<file path="config.mk">
export PLATFORM = sky130hd
export DESIGN_NAME = macs_ctrl
export DESIGN_NICKNAME = d
export VERILOG_FILES = /design/src/sv/macs_pkg.sv /design/src/sv/macs_ctrl.sv
export SDC_FILE = /design/constraint.sdc
export NUM_CORES = 1
export LEC_CHECK = 0
export BUFFER_PORTS_ARGS = -buffer_cell sky130_fd_sc_hd__buf_2
export CORE_AREA = 2 2 39 41
export DETAILED_ROUTE_END_ITERATION = 16
export DIE_AREA = 0 0 41 43
export GPL_ROUTABILITY_DRIVEN = 0
export PLACE_DENSITY = 0.45
export REMOVE_ABC_BUFFERS = 1
export SKIP_LAST_GASP = 1
export SYNTH_ARGS = -nofsm -noshare
export SYNTH_HDL_FRONTEND = slang
export SYNTH_SLANG_ARGS = --single-unit
</file>
<file path="constraint.sdc">
create_clock -name clk -period 1.5 [get_ports clk]
set_clock_uncertainty 0.05 [all_clocks]
set_input_delay 0.075 -clock clk [delete_from_list [all_inputs] [get_ports clk]]
set_output_delay 0.075 -clock clk [all_outputs]
set_load 0.05 [all_outputs]
</file>
<file path="src/sv/macs_pkg.sv">
// ----------------------------------------------------------------------------
// Moving average crossover package
// Shared constants, codes, state encoding and the control bundles that pass
// between the controller and the datapath.
// ----------------------------------------------------------------------------
package macs_pkg;

  localparam int MAX_WINDOW_DEF  = 256;
  localparam int PRICE_WIDTH_DEF = 32;

  localparam int CFG_IDX_W = 8;
  localparam int CFG_W     = 9;
  localparam int DAYS_W    = 16;
  localparam int CONF_W    = 14;
  localparam int DIV_W     = DAYS_W + 1;

  localparam logic [CFG_IDX_W-1:0] REG_SHORT_WINDOW = 8'd0;
  localparam logic [CFG_IDX_W-1:0] REG_LONG_WINDOW  = 8'd1;

  localparam logic [CFG_W-1:0] SHORT_WINDOW_RST = 9'd50;
  localparam logic [CFG_W-1:0] LONG_WINDOW_RST  = 9'd200;

  localparam logic [1:0] SIG_WARMUP  = 2'd0;
  localparam logic [1:0] SIG_NOTREND = 2'd1;
  localparam logic [1:0] SIG_BUY     = 2'd2;
  localparam logic [1:0] SIG_SELL    = 2'd3;

  localparam logic [1:0] SGN_NONE = 2'd0;
  localparam logic [1:0] SGN_NEG  = 2'd1;
  localparam logic [1:0] SGN_ZERO = 2'd2;
  localparam logic [1:0] SGN_POS  = 2'd3;

  localparam logic [DAYS_W-1:0] DAYS_MAX = 16'hFFFF;

  localparam logic [CONF_W-1:0] CONF_BASE = 14'd5000;
  localparam logic [CONF_W-1:0] CONF_NUM  = 14'd10000;

  typedef enum logic [2:0] {
    ST_IDLE,
    ST_RD_LONG,
    ST_UPDATE,
    ST_MUL_L,
    ST_MUL_R,
    ST_COMPARE,
    ST_DIVIDE,
    ST_OUTPUT
  } state_t;

  typedef struct packed {
    logic accept;
    logic rd_long;
    logic capture_short;
    logic update;
    logic mul_lhs;
    logic mul_rhs;
    logic compare;
    logic take_quot;
    logic load_out;
  } cmd_t;

  typedef struct packed {
    logic warm;
    logic div_done;
    logic out_free;
  } status_t;

endpackage

</file>
<file path="src/sv/macs_ctrl.sv">
// ----------------------------------------------------------------------------
// Moving average crossover controller
// Sequences the history reads, sum update, cross products, comparison,
// confidence division and result hand-off for one transaction at a time.
// ----------------------------------------------------------------------------
module macs_ctrl (
  input  logic              clk,
  input  logic              rst,
  input  logic              sample_valid,
  output logic              sample_stall,
  input  macs_pkg::status_t status,
  output macs_pkg::cmd_t    cmd
);
  import macs_pkg::*;

  state_t state;
  state_t state_next;

  always_ff @(posedge clk) begin
    if (rst) begin
      state <= ST_IDLE;
    end else begin
      state <= state_next;
    end
  end

  always_comb begin
    state_next = state;
    unique case (state)
      ST_IDLE:    if (sample_valid) state_next = ST_RD_LONG;
      ST_RD_LONG: state_next = ST_UPDATE;
      ST_UPDATE:  state_next = status.warm ? ST_OUTPUT : ST_MUL_L;
      ST_MUL_L:   state_next = ST_MUL_R;
      ST_MUL_R:   state_next = ST_COMPARE;
      ST_COMPARE: state_next = ST_DIVIDE;
      ST_DIVIDE:  if (status.div_done) state_next = ST_OUTPUT;
      ST_OUTPUT:  if (status.out_free) state_next = ST_IDLE;
      default:    state_next = ST_IDLE;
    endcase
  end

  always_comb begin
    cmd          = '0;
    sample_stall = 1'b1;
    unique case (state)
      ST_IDLE: begin
        sample_stall = 1'b0;
        cmd.accept   = sample_valid;
      end
      ST_RD_LONG: begin
        cmd.rd_long       = 1'b1;
        cmd.capture_short = 1'b1;
      end
      ST_UPDATE:  cmd.update    = 1'b1;
      ST_MUL_L:   cmd.mul_lhs   = 1'b1;
      ST_MUL_R:   cmd.mul_rhs   = 1'b1;
      ST_COMPARE: cmd.compare   = 1'b1;
      ST_DIVIDE:  cmd.take_quot = status.div_done;
      ST_OUTPUT:  cmd.load_out  = status.out_free;
      default:    cmd           = '0;
    endcase
  end

endmodule

</file>
==> impl_metrics.env <==
export IMPL_cts_root_buf="clkbuf_4"
export IMPL_clock_path_buffers=2
export IMPL_power_density_nw_per_um2=1500
export IMPL_vias=304
export IMPL_post_cts_buffers=0
export IMPL_drt_initial_drc_count=1
export IMPL_dp_hpwl_microns=516
export IMPL_clock_latency_ps=230
export IMPL_critPathMaxFanout=7
export IMPL_seqPwrFrac_pct=23.5
export IMPL_combinationalPowerShare_pct=54.3
export IMPL_min_to="state[0]$_SDFFE_PP0P_"
export IMPL_port_buffers=15
export IMPL_core_rowCount=14
export IMPL_critPathCaptureType="primary output"
export IMPL_switching_share_pct=50.2
export IMPL_period_share_pct=93.7
export IMPL_syn_instance_count=35
export IMPL_drt_pass1_iter_count=2
export IMPL_route_detailed_drc=0
export IMPL_rsz0062_at_grt="true"
export IMPL_reg2reg_from="state[0]$_SDFFE_PP0P_"
export IMPL_num_antenna_cells=0
export IMPL_rrSetupSlack_ps=220
export IMPL_die_h_microns=43
export IMPL_vias_per_cell=4.34
export IMPL_grt_max_degree=14
export IMPL_synth_edf_count=0
export IMPL_synth_most_common_cell="nor2_1"
export IMPL_grt_busiest_layer="met2"
export IMPL_switching_power_uw=316
export IMPL_grt_use_met2_pct=13.4
export IMPL_vdd_drop_max_v=0.000435
export IMPL_largest_reg_flops=3
export IMPL_die_w_microns=41
export IMPL_cts_buffers=3
export IMPL_clock_sinks=3
export IMPL_fp_coreArea_sq_um=1380
export IMPL_cts_tree="done"
export IMPL_arrival_ps=1280
export IMPL_path_clk_slew_ps=40
export IMPL_outcome="finished clean"
export IMPL_htreeDepth=1
export IMPL_synth_area_sq_um=282
export IMPL_fillers=156
export IMPL_hold_path_class="in2reg"
export IMPL_drt_total_wl_microns=710
export IMPL_synthTopCellsByCount="nor2_1 (5), buf_4 (3), dfxtp_1 (3), nor3b_1 (3)"
export IMPL_setup_viol=0
export IMPL_ant_nets=0
export IMPL_r2r_end="state[2]$_SDFFE_PP0P_"
export IMPL_maxSlewViolCount=0
export IMPL_ys_warn_count=0
export IMPL_period_needed_ps=1410
export IMPL_ys_ff_latch=3
export IMPL_boundaryPins=16
export IMPL_largest_register="state"
export IMPL_synthTopCellsByArea="dfxtp_1 (21%), buf_4 (8.0%), nor3b_1 (8.0%), nor4_4 (7.6%), nor2_1 (6.7%)"
export IMPL_setup_tns_ps=0
export IMPL_slew_headroom_pct=81.2
export IMPL_worst_slew_pin_slew_ps=280
export IMPL_start_kind="flop"
export IMPL_clkPwrFrac_pct=22.2
export IMPL_synth_top_area_share_pct=21.3
export IMPL_placed_cell_area_sq_um=372
export IMPL_reg2reg_depth=4
export IMPL_seqCellArea_sq_um=62.6
export IMPL_p_int_uw=313
export IMPL_async_reset_ff_share_pct=0
export IMPL_fin_hold_ws_ps=65.8
export IMPL_grt_pass1_vias=271
export IMPL_syn_mean_instance_area_sq_um=8.04
export IMPL_finalHoldViolCount=0
export IMPL_reg_top3="state: 3 flops"
export IMPL_p_leak_uw=0.000200
export IMPL_area_growth_synth_to_final_pct=48.4
export IMPL_dieArea_sq_um=1760
export IMPL_fin_nets=61
export IMPL_track_usage_pct=9.03
export IMPL_start_util_pct=20.3
export IMPL_multi_input_area_sq_um=186
export IMPL_critPathRequiredTime_ps=1370
export IMPL_grt_pass1_wl_mm=1.07
export IMPL_finalNonFillerCells=70
export IMPL_whs_path_depth=2
export IMPL_final_design_area_no_fill_sq_um=418
export IMPL_final_layout_size_suffix_gt1_share_pct=50.0
export IMPL_timing_fmax_mhz=711
export IMPL_avgRoutedWirePerCell_microns=10.1
export IMPL_grt_ovfl_total=0
export IMPL_synth_ff_type="dfxtp_1"
export IMPL_ys_seq_area_share_pct=21.3
export IMPL_synth_cell_types=21
export IMPL_grt_util_met1_pct=10.3
export IMPL_crit_type="reg2out"
export IMPL_synth_top_cell_by_area="dfxtp_1"
export IMPL_grtUsageMet3_pct=3.14
export IMPL_cap_violations=0
export IMPL_min_from="status[1]"
export IMPL_dp_cells=65
export IMPL_antenna_found_initial=0
==> timing repair <==
action | in CTS | in global routing
hold buffers | 1 | 0
gates resized for setup | 2 | 3
endpoints found under the hold margin | 1 | 0
endpoints found under the setup margin | 2 | 5
==> per-layer routing <==
layer / vias up / wire, microns
met5: - / 0
met1: 126 / 321
met3: 2 / 58
met2: 13 / 318
li1: 163 / -
met4: 0 / 11
==> cell usage in the layout, fill, tap and decap left out, types with 2 or more instances in the layout <==
cell | Yosys | routed
buf_2 | 1 | 12
buf_4 | 3 | 4
clkbuf_4 | 0 | 5
dfxtp_2 | 0 | 2
inv_1 | 2 | 2
nand2_1 | 2 | 2
nand2b_1 | 2 | 2
nor2_1 | 5 | 5
nor3b_1 | 3 | 3
o21bai_1 | 2 | 2
==> critical path, stage by stage (launching register included) <==
cell and delay (ps):
dfxtp_1 350, buf_4 180, nor3b_1 220, buf_2 300
==> metrics by stage <==
step	utilization [%]	worst slack [ps]	power [uW]
finish	30.2	94.2	628
global placement	26.9	167	478
CTS	29.7	17.9	633
detailed placement	26.9	153	478
global route	30.2	-3.47	663
floorplan	-	-1450	387
==> final cells by class <==
type                            instances  area share (%)
Timing Repair Buffer                   19            27.5
Inverter                                2            1.80
Tap cell                               16            4.79
Multi-Input combinational cell         26            44.6
Clock buffer                            4            6.29
Sequential cell                         3            15.0
==> power groups by stage <==
| stage | clock, uW | sequential [uW] | combinational, uW |
|---|---|---|---|
| 3_3_place_gp | 0 | 145 | 334 |
| 5_1_grt | 150 | 153 | 361 |
| 3_5_place_dp | 0 | 144 | 334 |
| 2_1_floorplan | 0 | 147 | 241 |
| 6_report | 140 | 148 | 341 |
| 4_1_cts | 147 | 144 | 341 |
==> worst max path at each step <==
| stage | from | endpoint | slack, ps |
|---|---|---|---|
| after floorplan | state[0]$_SDFFE_PP0P_ | cmd[6] | -1450 |
| after global placement | state[0]$_SDFFE_PP0P_ | state[2]$_SDFFE_PP0P_ | 170 |
| after detailed placement | state[0]$_SDFFE_PP0P_ | state[2]$_SDFFE_PP0P_ | 150 |
| after CTS | state[0]$_SDFFE_PP0P_ | cmd[8] | 20 |
| after global routing | state[1]$_SDFFE_PP0P_ | cmd[8] | -3 |
| final | state[1]$_SDFFE_PP0P_ | cmd[7] | 90 |
==> kinds of logic after synthesis <==
kind of cell	after synthesis	synth area share [%]
AOI/OAI and AO/OA	9	27.6
buffers and inverters	6	12.4
DFF	3	21.3
and+or+nand+nor	17	38.7
(Power assumes the default switching activity.)
